$ cat config.mk
export PLATFORM = sky130hd
export DESIGN_NAME = joystick_axis_calibrator_unit_flat
export DESIGN_NICKNAME = d
export VERILOG_FILES = /design/src/rtl/jac_pkg.sv /design/src/rtl/jac_stream_ifs.sv /design/src/rtl/joystick_axis_calibrator_unit.sv /design/src/rtl/jac_div_pipe.sv /design/src/flat_wrapper.sv
export SDC_FILE = /design/constraint.sdc
export NUM_CORES = 2
export LEC_CHECK = 0
export ABC_AREA = 1
export ABC_CLOCK_PERIOD_IN_PS = 90000
export BUFFER_PORTS_ARGS = -buffer_cell sky130_fd_sc_hd__buf_4
export CAP_MARGIN = 10
export CORE_MARGIN = 3
export CORE_UTILIZATION = 25
export CTS_CLUSTER_DIAMETER = 50
export DETAILED_ROUTE_END_ITERATION = 12
export PLACE_DENSITY = 0.46
export SETUP_SLACK_MARGIN = 0.3
export SYNTH_ARGS = -nofsm -noshare
export SYNTH_HDL_FRONTEND = slang
export SYNTH_SLANG_ARGS = --single-unit
$ cat constraint.sdc
create_clock -name clk -period 90 [get_ports clk]
set_clock_uncertainty 0.15 [all_clocks]
set_input_delay 18 -clock clk [delete_from_list [all_inputs] [get_ports clk]]
set_output_delay 18 -clock clk [all_outputs]
set_load 0.01 [all_outputs]
$ cat src/rtl/jac_pkg.sv
// ----------------------------------------------------------------------------
// jac_pkg: shared types and constants of the joystick axis calibrator
// Normalized positions are Q1.15 with +1 = NORM_ONE; drive values are Q.12.
// ----------------------------------------------------------------------------
package jac_pkg;

  localparam int NORM_ONE    = 32768;  // normalized +1.0
  localparam int NORM_SPAN   = 65536;  // normalized 2.0, largest useful quotient
  localparam int NORM_SH     = 16;     // raw difference is scaled by 2^16
  localparam int NORM_W      = 17;     // signed width of a normalized position
  localparam int NORM_Q_W    = 17;     // quotient bits of the normalizing divide
  localparam int WIDE_W      = 18;     // signed width for limits and sums
  localparam int GAIN_W      = 16;     // gain, offset and deadband width
  localparam int PROD_W      = 33;     // gain times shifted position
  localparam int DRV_NUM_W   = 31;     // rounded product magnitude
  localparam int DRV_Q_W     = 16;     // quotient bits of the scaling divide
  localparam int DRV_DEN_W   = 16;     // scaling divisor width
  localparam int DRIVE_W     = 17;     // output drive width
  localparam int DRIVE_MIN   = -65536;
  localparam int DRIVE_MAX   = 65535;

  typedef enum logic [2:0] {
    REGION_CENTRE     = 3'd0,
    REGION_LINEAR     = 3'd1,
    REGION_LOW_SAT    = 3'd2,
    REGION_HIGH_SAT   = 3'd3,
    REGION_ZERO_RANGE = 3'd4
  } region_t;

  typedef enum logic [2:0] {
    CFG_RANGE_LOW       = 3'd0,
    CFG_RANGE_HIGH      = 3'd1,
    CFG_GAIN_FACTOR     = 3'd2,
    CFG_OUTPUT_OFFSET   = 3'd3,
    CFG_CENTRE_DEADBAND = 3'd4,
    CFG_EDGE_DEADBAND   = 3'd5,
    CFG_ALLOW_NEGATIVE  = 3'd6,
    CFG_ALLOW_POSITIVE  = 3'd7
  } cfg_index_t;

endpackage

$ cat src/rtl/jac_stream_ifs.sv
// ----------------------------------------------------------------------------
// jac_stream_ifs: valid/ready channels of the joystick axis calibrator
// One channel carries raw axis readings in, the other calibrated results out.
// ----------------------------------------------------------------------------
interface jac_in_if #(
  parameter int RAW_WIDTH = 16
) ();
  logic                        valid;
  logic                        ready;
  logic signed [RAW_WIDTH-1:0] raw_position;

  modport source (output valid, output raw_position, input ready);
  modport sink   (input valid, input raw_position, output ready);
endinterface

interface jac_out_if import jac_pkg::*; ();
  logic                      valid;
  logic                      ready;
  logic signed [DRIVE_W-1:0] drive_value;
  region_t                   region;

  modport source (output valid, output drive_value, output region, input ready);
  modport sink   (input valid, input drive_value, input region, output ready);
endinterface

$ cat src/rtl/joystick_axis_calibrator_unit.sv
// ----------------------------------------------------------------------------
// joystick_axis_calibrator_unit: raw axis reading to calibrated drive value
// Throughput: one item per cycle unless out_ch.ready stalls the pipeline;
// depth is set by the two dividers, one quotient bit per stage
// (17 stages normalizing, 16 stages scaling).
// Reset: synchronous rst_n clears all valid bits and loads register defaults;
// in_ch.ready is registered and rises in the cycle after reset is released.
// ----------------------------------------------------------------------------
module joystick_axis_calibrator_unit import jac_pkg::*; #(
  parameter int RAW_WIDTH = 16,
  localparam int CFG_W = (RAW_WIDTH > GAIN_W) ? RAW_WIDTH : GAIN_W
) (
  input  logic             clk,
  input  logic             rst_n,
  jac_in_if.sink           in_ch,
  jac_out_if.source        out_ch,
  input  logic             cfg_we,
  input  cfg_index_t       cfg_index,
  input  logic [CFG_W-1:0] cfg_data
);

  localparam int NUM1_W = RAW_WIDTH + NORM_Q_W;
  localparam logic signed [WIDE_W-1:0] NORM_WIDE = WIDE_W'(NORM_ONE);
  localparam logic signed [WIDE_W-1:0] DRV_LO    = WIDE_W'(DRIVE_MIN);
  localparam logic signed [WIDE_W-1:0] DRV_HI    = WIDE_W'(DRIVE_MAX);

  // Configuration registers and values derived from them.
  logic signed [RAW_WIDTH-1:0] low_r, high_r;
  logic signed [GAIN_W-1:0]    gain_r, offset_r;
  logic [GAIN_W-1:0]           centre_db_r, edge_db_r;
  logic                        allow_neg_r, allow_pos_r;
  logic [RAW_WIDTH:0]          span_full;
  logic [RAW_WIDTH-1:0]        span_mag_r;
  logic                        zero_span_r;
  logic signed [WIDE_W-1:0]    denom_r;

  always_ff @(posedge clk) begin
    if (!rst_n) begin
      low_r       <= RAW_WIDTH'(-32'sd32767);
      high_r      <= RAW_WIDTH'(32'sd32767);
      gain_r      <= GAIN_W'(4096);
      offset_r    <= '0;
      centre_db_r <= '0;
      edge_db_r   <= '0;
      allow_neg_r <= 1'b1;
      allow_pos_r <= 1'b1;
    end else if (cfg_we) begin
      unique case (cfg_index)
        CFG_RANGE_LOW:       low_r       <= cfg_data[RAW_WIDTH-1:0];
        CFG_RANGE_HIGH:      high_r      <= cfg_data[RAW_WIDTH-1:0];
        CFG_GAIN_FACTOR:     gain_r      <= cfg_data[GAIN_W-1:0];
        CFG_OUTPUT_OFFSET:   offset_r    <= cfg_data[GAIN_W-1:0];
        CFG_CENTRE_DEADBAND: centre_db_r <= cfg_data[GAIN_W-1:0];
        CFG_EDGE_DEADBAND:   edge_db_r   <= cfg_data[GAIN_W-1:0];
        CFG_ALLOW_NEGATIVE:  allow_neg_r <= cfg_data[0];
        CFG_ALLOW_POSITIVE:  allow_pos_r <= cfg_data[0];
        default: ;
      endcase
    end
  end

  assign span_full = {high_r[RAW_WIDTH-1], high_r} - {low_r[RAW_WIDTH-1], low_r};

  // Derived values are first used one stage after entry, so registering them is safe.
  always_ff @(posedge clk) begin
    span_mag_r  <= span_full[RAW_WIDTH] ? RAW_WIDTH'(-span_full) : span_full[RAW_WIDTH-1:0];
    zero_span_r <= (span_full == '0);
    denom_r     <= NORM_WIDE - $signed({2'b00, edge_db_r}) - $signed({2'b00, centre_db_r});
  end

  // Output register and global advance.
  logic                      out_v_r;
  logic signed [DRIVE_W-1:0] out_drive_r;
  region_t                   out_region_r;
  logic                      adv;

  assign adv = !out_v_r || out_ch.ready;

  // Input skid stage keeps in_ch.ready independent of out_ch.ready.
  logic                        skid_v_r, skid_v_nxt, in_rdy_r, in_acc;
  logic signed [RAW_WIDTH-1:0] skid_raw_r;
  logic                        feed_v;
  logic [RAW_WIDTH-1:0]        feed_raw;

  assign in_acc     = in_ch.valid && in_rdy_r;
  assign skid_v_nxt = skid_v_r ? !adv : (in_acc && !adv);
  assign feed_v     = skid_v_r || in_acc;
  assign feed_raw   = skid_v_r ? skid_raw_r : in_ch.raw_position;

  always_ff @(posedge clk) begin
    if (!rst_n) begin
      skid_v_r <= 1'b0;
      in_rdy_r <= 1'b0;
    end else begin
      skid_v_r <= skid_v_nxt;
      in_rdy_r <= !skid_v_nxt;
    end
  end

  always_ff @(posedge clk) begin
    if (in_acc && !adv) begin
      skid_raw_r <= in_ch.raw_position;
    end
  end

  // Stage A: offset from range_low, its magnitude, and the quotient sign.
  logic [RAW_WIDTH:0]   diff;
  logic [RAW_WIDTH-1:0] a_mag_nxt, a_mag_r;
  logic                 a_top_nxt, a_top_r, a_v_r;

  assign diff      = {feed_raw[RAW_WIDTH-1], feed_raw} - {low_r[RAW_WIDTH-1], low_r};
  assign a_mag_nxt = diff[RAW_WIDTH] ? RAW_WIDTH'(-diff) : diff[RAW_WIDTH-1:0];
  // A zero or negative quotient puts the position at or beyond +1.
  assign a_top_nxt = (diff == '0) || (diff[RAW_WIDTH] != span_full[RAW_WIDTH]);

  // Stage B: rounded numerator and quotient overflow test.
  logic [NUM1_W-1:0] b_num_nxt, b_num_r;
  logic              b_ovf_nxt, b_ovf_r, b_top_r, b_v_r;

  assign b_num_nxt = NUM1_W'({a_mag_r, {NORM_SH{1'b0}}}) + NUM1_W'(span_mag_r >> 1);
  assign b_ovf_nxt = RAW_WIDTH'(b_num_nxt >> NORM_Q_W) >= span_mag_r;

  always_ff @(posedge clk) begin
    if (!rst_n) begin
      a_v_r <= 1'b0;
      b_v_r <= 1'b0;
    end else if (adv) begin
      a_v_r <= feed_v;
      b_v_r <= a_v_r;
    end
  end

  always_ff @(posedge clk) begin
    if (adv) begin
      a_mag_r <= a_mag_nxt;
      a_top_r <= a_top_nxt;
      b_num_r <= b_num_nxt;
      b_ovf_r <= b_ovf_nxt;
      b_top_r <= a_top_r;
    end
  end

  // Normalizing divide.
  logic                d1_v;
  logic [NORM_Q_W-1:0] d1_q;
  logic [1:0]          d1_side;

  jac_div_pipe #(
    .NUM_W  (NUM1_W),
    .DEN_W  (RAW_WIDTH),
    .QUO_W  (NORM_Q_W),
    .SIDE_W (2)
  ) u_norm_div (
    .clk       (clk),
    .rst_n     (rst_n),
    .en        (adv),
    .in_valid  (b_v_r),
    .in_num    (b_num_r),
    .in_side   ({b_top_r, b_ovf_r}),
    .den       (span_mag_r),
    .out_valid (d1_v),
    .out_quo   (d1_q),
    .out_side  (d1_side)
  );

  // Stage C: normalized position, saturated and clamped per half.
  logic [NORM_Q_W-1:0]      q_cap;
  logic signed [WIDE_W-1:0] n_wide;
  logic signed [NORM_W-1:0] n_raw, c_n_nxt, c_n_r;
  logic                     c_v_r;

  assign q_cap  = (d1_side[0] || d1_q > NORM_Q_W'(NORM_SPAN)) ? NORM_Q_W'(NORM_SPAN) : d1_q;
  assign n_wide = NORM_WIDE - $signed({1'b0, q_cap});
  assign n_raw  = d1_side[1] ? NORM_W'(NORM_ONE) : NORM_W'(n_wide);

  always_comb begin
    if (!allow_neg_r && n_raw < 0) begin
      c_n_nxt = '0;
    end else if (!allow_pos_r && n_raw > 0) begin
      c_n_nxt = '0;
    end else begin
      c_n_nxt = n_raw;
    end
  end

  // Stage D: region decision and position measured from the centre deadband.
  logic signed [WIDE_W-1:0] n18, c18, e18, lo_lim, hi_lim, shift18;
  logic [NORM_W-1:0]        mag;
  region_t                  d_region_nxt, d_region_r;
  logic signed [NORM_W-1:0] d_shift_r;
  logic                     d_v_r;

  assign n18     = {c_n_r[NORM_W-1], c_n_r};
  assign c18     = $signed({2'b00, centre_db_r});
  assign e18     = $signed({2'b00, edge_db_r});
  assign mag     = c_n_r[NORM_W-1] ? NORM_W'(-c_n_r) : c_n_r;
  assign lo_lim  = e18 - NORM_WIDE;
  assign hi_lim  = NORM_WIDE - e18;
  assign shift18 = (n18 > 0) ? (n18 - c18) : ((n18 < 0) ? (n18 + c18) : '0);

  always_comb begin
    priority if (mag < NORM_W'(centre_db_r)) begin
      d_region_nxt = REGION_CENTRE;
    end else if (n18 < lo_lim) begin
      d_region_nxt = REGION_LOW_SAT;
    end else if (n18 > hi_lim) begin
      d_region_nxt = REGION_HIGH_SAT;
    end else if (denom_r <= 0) begin
      // Overlapping deadbands leave no slope: the sign picks the rail.
      if (n18 > 0) begin
        d_region_nxt = REGION_HIGH_SAT;
      end else if (n18 < 0) begin
        d_region_nxt = REGION_LOW_SAT;
      end else begin
        d_region_nxt = REGION_CENTRE;
      end
    end else begin
      d_region_nxt = REGION_LINEAR;
    end
  end

  // Stage E: gain times shifted position.
  logic signed [PROD_W-1:0] e_p_nxt, e_p_r;
  region_t                  e_region_r;
  logic                     e_v_r;

  assign e_p_nxt = gain_r * d_shift_r;

  // Stage F: rounded magnitude of the product.
  logic [PROD_W-1:0]    p_abs;
  logic [DRV_NUM_W-1:0] f_num_nxt, f_num_r;
  logic                 f_neg_r;
  region_t              f_region_r;
  logic                 f_v_r;

  assign p_abs     = e_p_r[PROD_W-1] ? PROD_W'(-e_p_r) : e_p_r;
  assign f_num_nxt = DRV_NUM_W'(p_abs) + DRV_NUM_W'(denom_r[DRV_DEN_W-1:0] >> 1);

  always_ff @(posedge clk) begin
    if (!rst_n) begin
      c_v_r <= 1'b0;
      d_v_r <= 1'b0;
      e_v_r <= 1'b0;
      f_v_r <= 1'b0;
    end else if (adv) begin
      c_v_r <= d1_v;
      d_v_r <= c_v_r;
      e_v_r <= d_v_r;
      f_v_r <= e_v_r;
    end
  end

  always_ff @(posedge clk) begin
    if (adv) begin
      c_n_r      <= c_n_nxt;
      d_region_r <= d_region_nxt;
      d_shift_r  <= NORM_W'(shift18);
      e_p_r      <= e_p_nxt;
      e_region_r <= d_region_r;
      f_num_r    <= f_num_nxt;
      f_neg_r    <= e_p_r[PROD_W-1];
      f_region_r <= e_region_r;
    end
  end

  // Scaling divide.
  logic               d2_v;
  logic [DRV_Q_W-1:0] d2_q;
  logic [3:0]         d2_side;

  jac_div_pipe #(
    .NUM_W  (DRV_NUM_W),
    .DEN_W  (DRV_DEN_W),
    .QUO_W  (DRV_Q_W),
    .SIDE_W (4)
  ) u_scale_div (
    .clk       (clk),
    .rst_n     (rst_n),
    .en        (adv),
    .in_valid  (f_v_r),
    .in_num    (f_num_r),
    .in_side   ({f_region_r, f_neg_r}),
    .den       (denom_r[DRV_DEN_W-1:0]),
    .out_valid (d2_v),
    .out_quo   (d2_q),
    .out_side  (d2_side)
  );

  // Final stage: add the offset and saturate into the output register; a zero range gives zero drive.
  region_t                   g_region;
  logic signed [WIDE_W-1:0]  q18, sq18, off18, gain18, sum18;
  logic signed [DRIVE_W-1:0] out_drive_nxt;
  region_t                   out_region_nxt;

  assign g_region = region_t'(d2_side[3:1]);
  assign q18      = $signed({2'b00, d2_q});
  assign sq18     = d2_side[0] ? -q18 : q18;
  assign off18    = {{(WIDE_W-GAIN_W){offset_r[GAIN_W-1]}}, offset_r};
  assign gain18   = {{(WIDE_W-GAIN_W){gain_r[GAIN_W-1]}}, gain_r};

  always_comb begin
    unique case (g_region)
      REGION_CENTRE:   sum18 = off18;
      REGION_LINEAR:   sum18 = off18 + sq18;
      REGION_LOW_SAT:  sum18 = off18 - gain18;
      REGION_HIGH_SAT: sum18 = off18 + gain18;
      default:         sum18 = '0;
    endcase
    if (zero_span_r) begin
      out_drive_nxt  = '0;
      out_region_nxt = REGION_ZERO_RANGE;
    end else begin
      if (sum18 < DRV_LO) begin
        out_drive_nxt = DRIVE_W'(DRV_LO);
      end else if (sum18 > DRV_HI) begin
        out_drive_nxt = DRIVE_W'(DRV_HI);
      end else begin
        out_drive_nxt = DRIVE_W'(sum18);
      end
      out_region_nxt = g_region;
    end
  end

  always_ff @(posedge clk) begin
    if (!rst_n) begin
      out_v_r <= 1'b0;
    end else if (adv) begin
      out_v_r <= d2_v;
    end
  end

  always_ff @(posedge clk) begin
    if (adv) begin
      out_drive_r  <= out_drive_nxt;
      out_region_r <= out_region_nxt;
    end
  end

  assign in_ch.ready        = in_rdy_r;
  assign out_ch.valid       = out_v_r;
  assign out_ch.drive_value = out_drive_r;
  assign out_ch.region      = out_region_r;

`ifndef NO_ASSERTIONS
  a_skid_drains: assert property (@(posedge clk) disable iff (!rst_n)
    skid_v_r && adv |=> !skid_v_r)
    else $error("skid item was not drained when the pipeline advanced");

  a_skid_fills: assert property (@(posedge clk) disable iff (!rst_n)
    in_acc && !adv |=> skid_v_r && !in_rdy_r)
    else $error("item accepted during a stall was not held in the skid stage");

  a_valid_travels: assert property (@(posedge clk) disable iff (!rst_n)
    adv && c_v_r |=> d_v_r)
    else $error("valid bit lost between normalize and region stages");

  a_zero_range: assert property (@(posedge clk) disable iff (!rst_n)
    out_v_r && out_region_r == REGION_ZERO_RANGE |-> out_drive_r == '0)
    else $error("zero range result carries a nonzero drive value");
`endif

endmodule

$ cat src/rtl/jac_div_pipe.sv
// ----------------------------------------------------------------------------
// jac_div_pipe: pipelined restoring divider, one quotient bit per stage
// The caller must hold the divisor static while items are in flight; the divider does not enforce it.
// ----------------------------------------------------------------------------
module jac_div_pipe #(
  parameter int NUM_W  = 33,
  parameter int DEN_W  = 16,
  parameter int QUO_W  = 17,
  parameter int SIDE_W = 2
) (
  input  logic              clk,
  input  logic              rst_n,
  input  logic              en,
  input  logic              in_valid,
  input  logic [NUM_W-1:0]  in_num,
  input  logic [SIDE_W-1:0] in_side,
  input  logic [DEN_W-1:0]  den,
  output logic              out_valid,
  output logic [QUO_W-1:0]  out_quo,
  output logic [SIDE_W-1:0] out_side
);

  logic [DEN_W-1:0]  rem_r  [QUO_W];
  logic [QUO_W-1:0]  lo_r   [QUO_W];
  logic [SIDE_W-1:0] side_r [QUO_W];
  logic              vld_r  [QUO_W];

  for (genvar k = 0; k < QUO_W; k++) begin : g_stage
    logic [DEN_W-1:0]  rem_src;
    logic [QUO_W-1:0]  lo_src;
    logic [SIDE_W-1:0] side_src;
    logic              vld_src;
    logic [DEN_W:0]    trial;
    logic              ge;
    logic [DEN_W-1:0]  rem_nxt;

    if (k == 0) begin : g_first
      // The upper numerator bits start as the partial remainder.
      assign rem_src  = DEN_W'(in_num >> QUO_W);
      assign lo_src   = in_num[QUO_W-1:0];
      assign side_src = in_side;
      assign vld_src  = in_valid;
    end else begin : g_rest
      assign rem_src  = rem_r[k-1];
      assign lo_src   = lo_r[k-1];
      assign side_src = side_r[k-1];
      assign vld_src  = vld_r[k-1];
    end

    assign trial   = {rem_src, lo_src[QUO_W-1]};
    assign ge      = trial >= {1'b0, den};
    assign rem_nxt = ge ? DEN_W'(trial - {1'b0, den}) : trial[DEN_W-1:0];

    always_ff @(posedge clk) begin
      if (!rst_n) begin
        vld_r[k] <= 1'b0;
      end else if (en) begin
        vld_r[k] <= vld_src;
      end
    end

    // Numerator bits leave at the top while quotient bits enter at the bottom.
    always_ff @(posedge clk) begin
      if (en) begin
        rem_r[k]  <= rem_nxt;
        lo_r[k]   <= {lo_src[QUO_W-2:0], ge};
        side_r[k] <= side_src;
      end
    end
  end

  assign out_valid = vld_r[QUO_W-1];
  assign out_quo   = lo_r[QUO_W-1];
  assign out_side  = side_r[QUO_W-1];

endmodule
$ cat src/flat_wrapper.sv
// flat-port wrapper written by rule: the top's interface ports become plain ports
module joystick_axis_calibrator_unit_flat import jac_pkg::*;
#(
  parameter int RAW_WIDTH = 16,
  localparam int CFG_W = (RAW_WIDTH > GAIN_W) ? RAW_WIDTH : GAIN_W
)
  (clk, rst_n, cfg_we, cfg_index, cfg_data, in_ch_valid, in_ch_raw_position, in_ch_ready, out_ch_valid, out_ch_drive_value, out_ch_region, out_ch_ready);
  jac_in_if #(.RAW_WIDTH(RAW_WIDTH)) in_ch_i ();
  jac_out_if out_ch_i ();
  input  logic clk;
  input  logic rst_n;
  input  logic cfg_we;
  input  cfg_index_t cfg_index;
  input  logic [CFG_W-1:0] cfg_data;
  input wire logic [$bits(in_ch_i.valid)-1:0] in_ch_valid;
  input wire logic [$bits(in_ch_i.raw_position)-1:0] in_ch_raw_position;
  output wire logic [$bits(in_ch_i.ready)-1:0] in_ch_ready;
  output wire logic [$bits(out_ch_i.valid)-1:0] out_ch_valid;
  output wire logic [$bits(out_ch_i.drive_value)-1:0] out_ch_drive_value;
  output wire logic [$bits(out_ch_i.region)-1:0] out_ch_region;
  input wire logic [$bits(out_ch_i.ready)-1:0] out_ch_ready;
  assign in_ch_i.valid = in_ch_valid;
  assign in_ch_i.raw_position = in_ch_raw_position;
  assign in_ch_ready = in_ch_i.ready;
  assign out_ch_valid = out_ch_i.valid;
  assign out_ch_drive_value = out_ch_i.drive_value;
  assign out_ch_region = out_ch_i.region;
  assign out_ch_i.ready = out_ch_ready;
  joystick_axis_calibrator_unit #(.RAW_WIDTH(RAW_WIDTH)) u_core (.clk(clk), .rst_n(rst_n), .in_ch(in_ch_i), .out_ch(out_ch_i), .cfg_we(cfg_we), .cfg_index(cfg_index), .cfg_data(cfg_data));
endmodule
==> impl_metrics.tcl <==
set metrics [dict create \
    drive_gt1_frac 0.0557 \
    die_w_um 621 \
    tightest_slew_ps 1140 \
    synth_top_area_share 0.427 \
    wl_per_cell_um 17.0 \
    synth_top_area_cell "edfxtp_1" \
    synth_fp_nets 10900 \
    slew_headroom 0.238 \
    die_area_um2 385000 \
    path_cells "buf_4, nor2_1, inv_8, buf_4, buf_4, buf_4, buf_4" \
    synth_area_leaders "edfxtp_1, ha_1, fa_1, nand2_1, a21oi_1" \
    reg2reg_depth 20 \
    synth-main-ff-cell "edfxtp_1" \
    clk_path_buf_depth 4 \
    p_clk_frac 0.189 \
    max-cap-violations 0 \
    multi_input_area_um2 45700 \
    holdCritStartpoint "u_core.u_scale_div.lo_r[0][3]" \
    ys_async_sr_fraction 0 \
    ys_ff_latch 1487 \
    r2r-end "u_core.e_p_r[27]" \
    netlist_area_um2 94400 \
    power.leakage_nw 46.6 \
    path_class "in -> reg" \
    gp_congestion 0.874 \
    hpwlAfterDp_um 188000 \
    grt-ovfl-total 0 \
    port_buffers 61 \
    crit_buf_inv 6 \
    holdPathEnd "u_core.u_scale_div.lo_r[0][20]" \
    nNetsFinal 11100 \
    clk_pin_slew_ps 60 \
    p_comb_frac 0.505 \
    crit_arrival_ps 22000 \
    cts.sink_count 1487 \
    swShare 0.429 \
    tns_ps 0 \
    cts_tree "built" \
    start_util 0.251 \
    setup_viol 0 \
    slowest_stage "buf_4" \
    crit_fanout 91 \
    fmax_mhz 46.2 \
    r2r-start "u_core.gain_r[15]" \
    finalWirelength_um 257000 \
    grt_usage 0.131 \
    syn_inst 9761 \
    slew_violations 0 \
    peakVddDrop_mv 0.0182 \
    hold_viol_final 0 \
    cp.depth 7 \
    numCtsBuffers 217 \
    syn_to_final_growth_pct 14.6 \
    num_io_pins 62 \
    grt_start_max_net_pins 169 \
    ant_nets 0 \
    vias 67600 \
    cts_root_buffer "clkbuf_16" \
    post_cts_buffers 0 \
    worstHoldPathCells 0 \
    rsz0062_at_grt "no" \
    synth.distinct_cells 65 \
    ff2ff_setup_slack_ps 82950 \
    seq_area_um2 43200 \
    p_int_mw 2.60 \
    yosys_warnings 0 \
    crit_top_cell "buf_4" \
    n_fill_cell 39500 \
    stdcell_count 15100 \
    die_y_um 621 \
    core_um2 376000 \
    cpPeakStageDelay_ps 880 \
    antenna_found_initial 20 \
    fin_util 0.288 \
    h-tree-depth 4 \
    clk_latency_ps 900 \
    timing.final.crit_share 0.241 \
    syn_area_per_cell_um2 9.67 \
    drc 0 \
    p_seq_frac 0.306 \
    critical_path_required_ps 90340 \
    start_kind "input port" \
    postCtsHoldBufs 0 \
    critical-path-top-delay-family "buffers and inverters" \
    timing.hold.ws_ps 216 \
    grt_pass1_vias 65500 \
    dp.cells 14700 \
    ys_seq_area_frac 0.458 \
    critPathCaptureType "flop" \
    vias_per_cell 4.48 \
    grt_pass1_wl_um 394000 \
    dr.pass1.iters 5 \
    cts_resized 0 \
    dpl-instance-area_um2 101000 \
    status "finished clean" \
    layout_min_cycle_time_ps 21660 \
    fin_area_um2 108000 \
    power.density_nw_per_um2 42.0 \
    synth_edf_count 1343 \
    hold_path_class "reg -> reg" \
    drt-initial-drc-count 5194 \
    rows 225 \
    p_sw_mw 1.95 \
]
==> power groups by stage <==
stage | registers (mW) | clock network, mW | logic, mW
detailed placement | 1.41 | 0 | 2.29
global placement | 1.41 | 0 | 2.29
CTS | 1.40 | 0.890 | 2.31
floorplan | 1.31 | 0 | 1.76
finish | 1.39 | 0.860 | 2.30
global route | 1.43 | 0.917 | 2.62
==> how the worst max path moves through the flow <==
stage / startpoint / to / slack (ps)
6_report: out_ch_ready / u_core.u_norm_div.rem_r[0][166] / 68340
5_1_grt: out_ch_ready / u_core.u_norm_div.rem_r[0][167] / 67980
4_1_cts: out_ch_ready / u_core.u_norm_div.rem_r[0][167] / 68330
3_5_place_dp: out_ch_ready / u_core.u_norm_div.rem_r[0][170] / 67360
3_3_place_gp: out_ch_ready / u_core.u_norm_div.rem_r[0][170] / 67430
2_1_floorplan: out_ch_ready / u_core.skid_raw_r[0] / 36970
==> per-layer routing <==
metal  global-route usage  up-vias  routed length (um)
met2                0.203     1271              112000
met5                    0        -                   0
met3               0.0193      272               13300
met1                0.191    32100              126000
li1                     -    33900                   -
met4               0.0281        0                4780
==> metrics by stage <==
stage	setup slack [ps]	power (mW)
6_report	68340	4.55
5_1_grt	67980	4.96
4_1_cts	68330	4.60
3_5_place_dp	67360	3.70
3_3_place_gp	67430	3.70
2_1_floorplan	36970	3.06
==> state kept, by name, summed over array words and instances (netlist names), 18 cells and up <==
name                       cells
u_core.u_norm_div.lo_r       288
u_core.u_norm_div.rem_r      256
u_core.u_scale_div.lo_r      256
u_core.u_scale_div.rem_r     240
u_core.u_scale_div.side_r     48
u_core.u_norm_div.side_r      34
u_core.e_p_r                  32
u_core.b_num_r                31
u_core.f_num_r                31
u_core.denom_r                18
==> synthesized netlist by cell type, drive strengths merged (160+ instances only) <==
library cell / count
inv: 1209
nand3: 295
nand2: 1551
xor2: 376
o21ai: 563
xnor2: 220
ha: 826
nor3: 160
edfxtp: 1343
a21oi: 1067
nor2: 940
fa: 316
==> layout make-up <==
| class | count | area share |
|---|---|---|
| Antenna cell | 3 | 0.0000694 |
| Tap cell | 4994 | 0.0578 |
| Timing Repair Buffer | 148 | 0.0105 |
| Multi-Input combinational cell | 6841 | 0.422 |
| Clock buffer | 257 | 0.0540 |
| Inverter | 1212 | 0.0421 |
| Sequential cell | 1487 | 0.400 |
| Clock inverter | 140 | 0.0139 |
==> placed cells by master, fill, tap and decap left out, types with 13 or more instances in the layout <==
cell type   instances
nor2_1            927
o2111ai_1          29
nand2_1          1544
o41ai_1            26
o211ai_1           13
edfxtp_1         1343
a21boi_0           38
nand3_1           290
inv_8              15
nor4_1             36
buf_4             146
xor2_1            376
a211oi_1           15
fa_1              316
or2_2              17
a21oi_1          1067
xnor2_1           219
inv_1            1205
o21ai_0           552
clkinv_1           23
a31oi_1            72
clkinvlp_4         18
clkinv_2           23
nor3_1            160
o22ai_1            16
clkinv_4           14
nand4_1            67
bufinv_16          19
clkbuf_16         227
a21o_1             72
a221oi_1           35
dfxtp_1           142
ha_1              826
clkbuf_1           21
inv_6              30
o21bai_1           15
==> cells by family after synthesis <==
kind of cell	count (synthesis)	share of synthesized area
DFF	1487	0.458
buffers and inverters	1433	0.0588
xor gates and xnor gates	596	0.0554
muxes	1	0.000106
adders and majority gates	1142	0.176
AOI/OAI and AO/OA	2013	0.118
and+or+nand+nor	3089	0.134
Note: power is estimated with default switching activity, not from simulation.
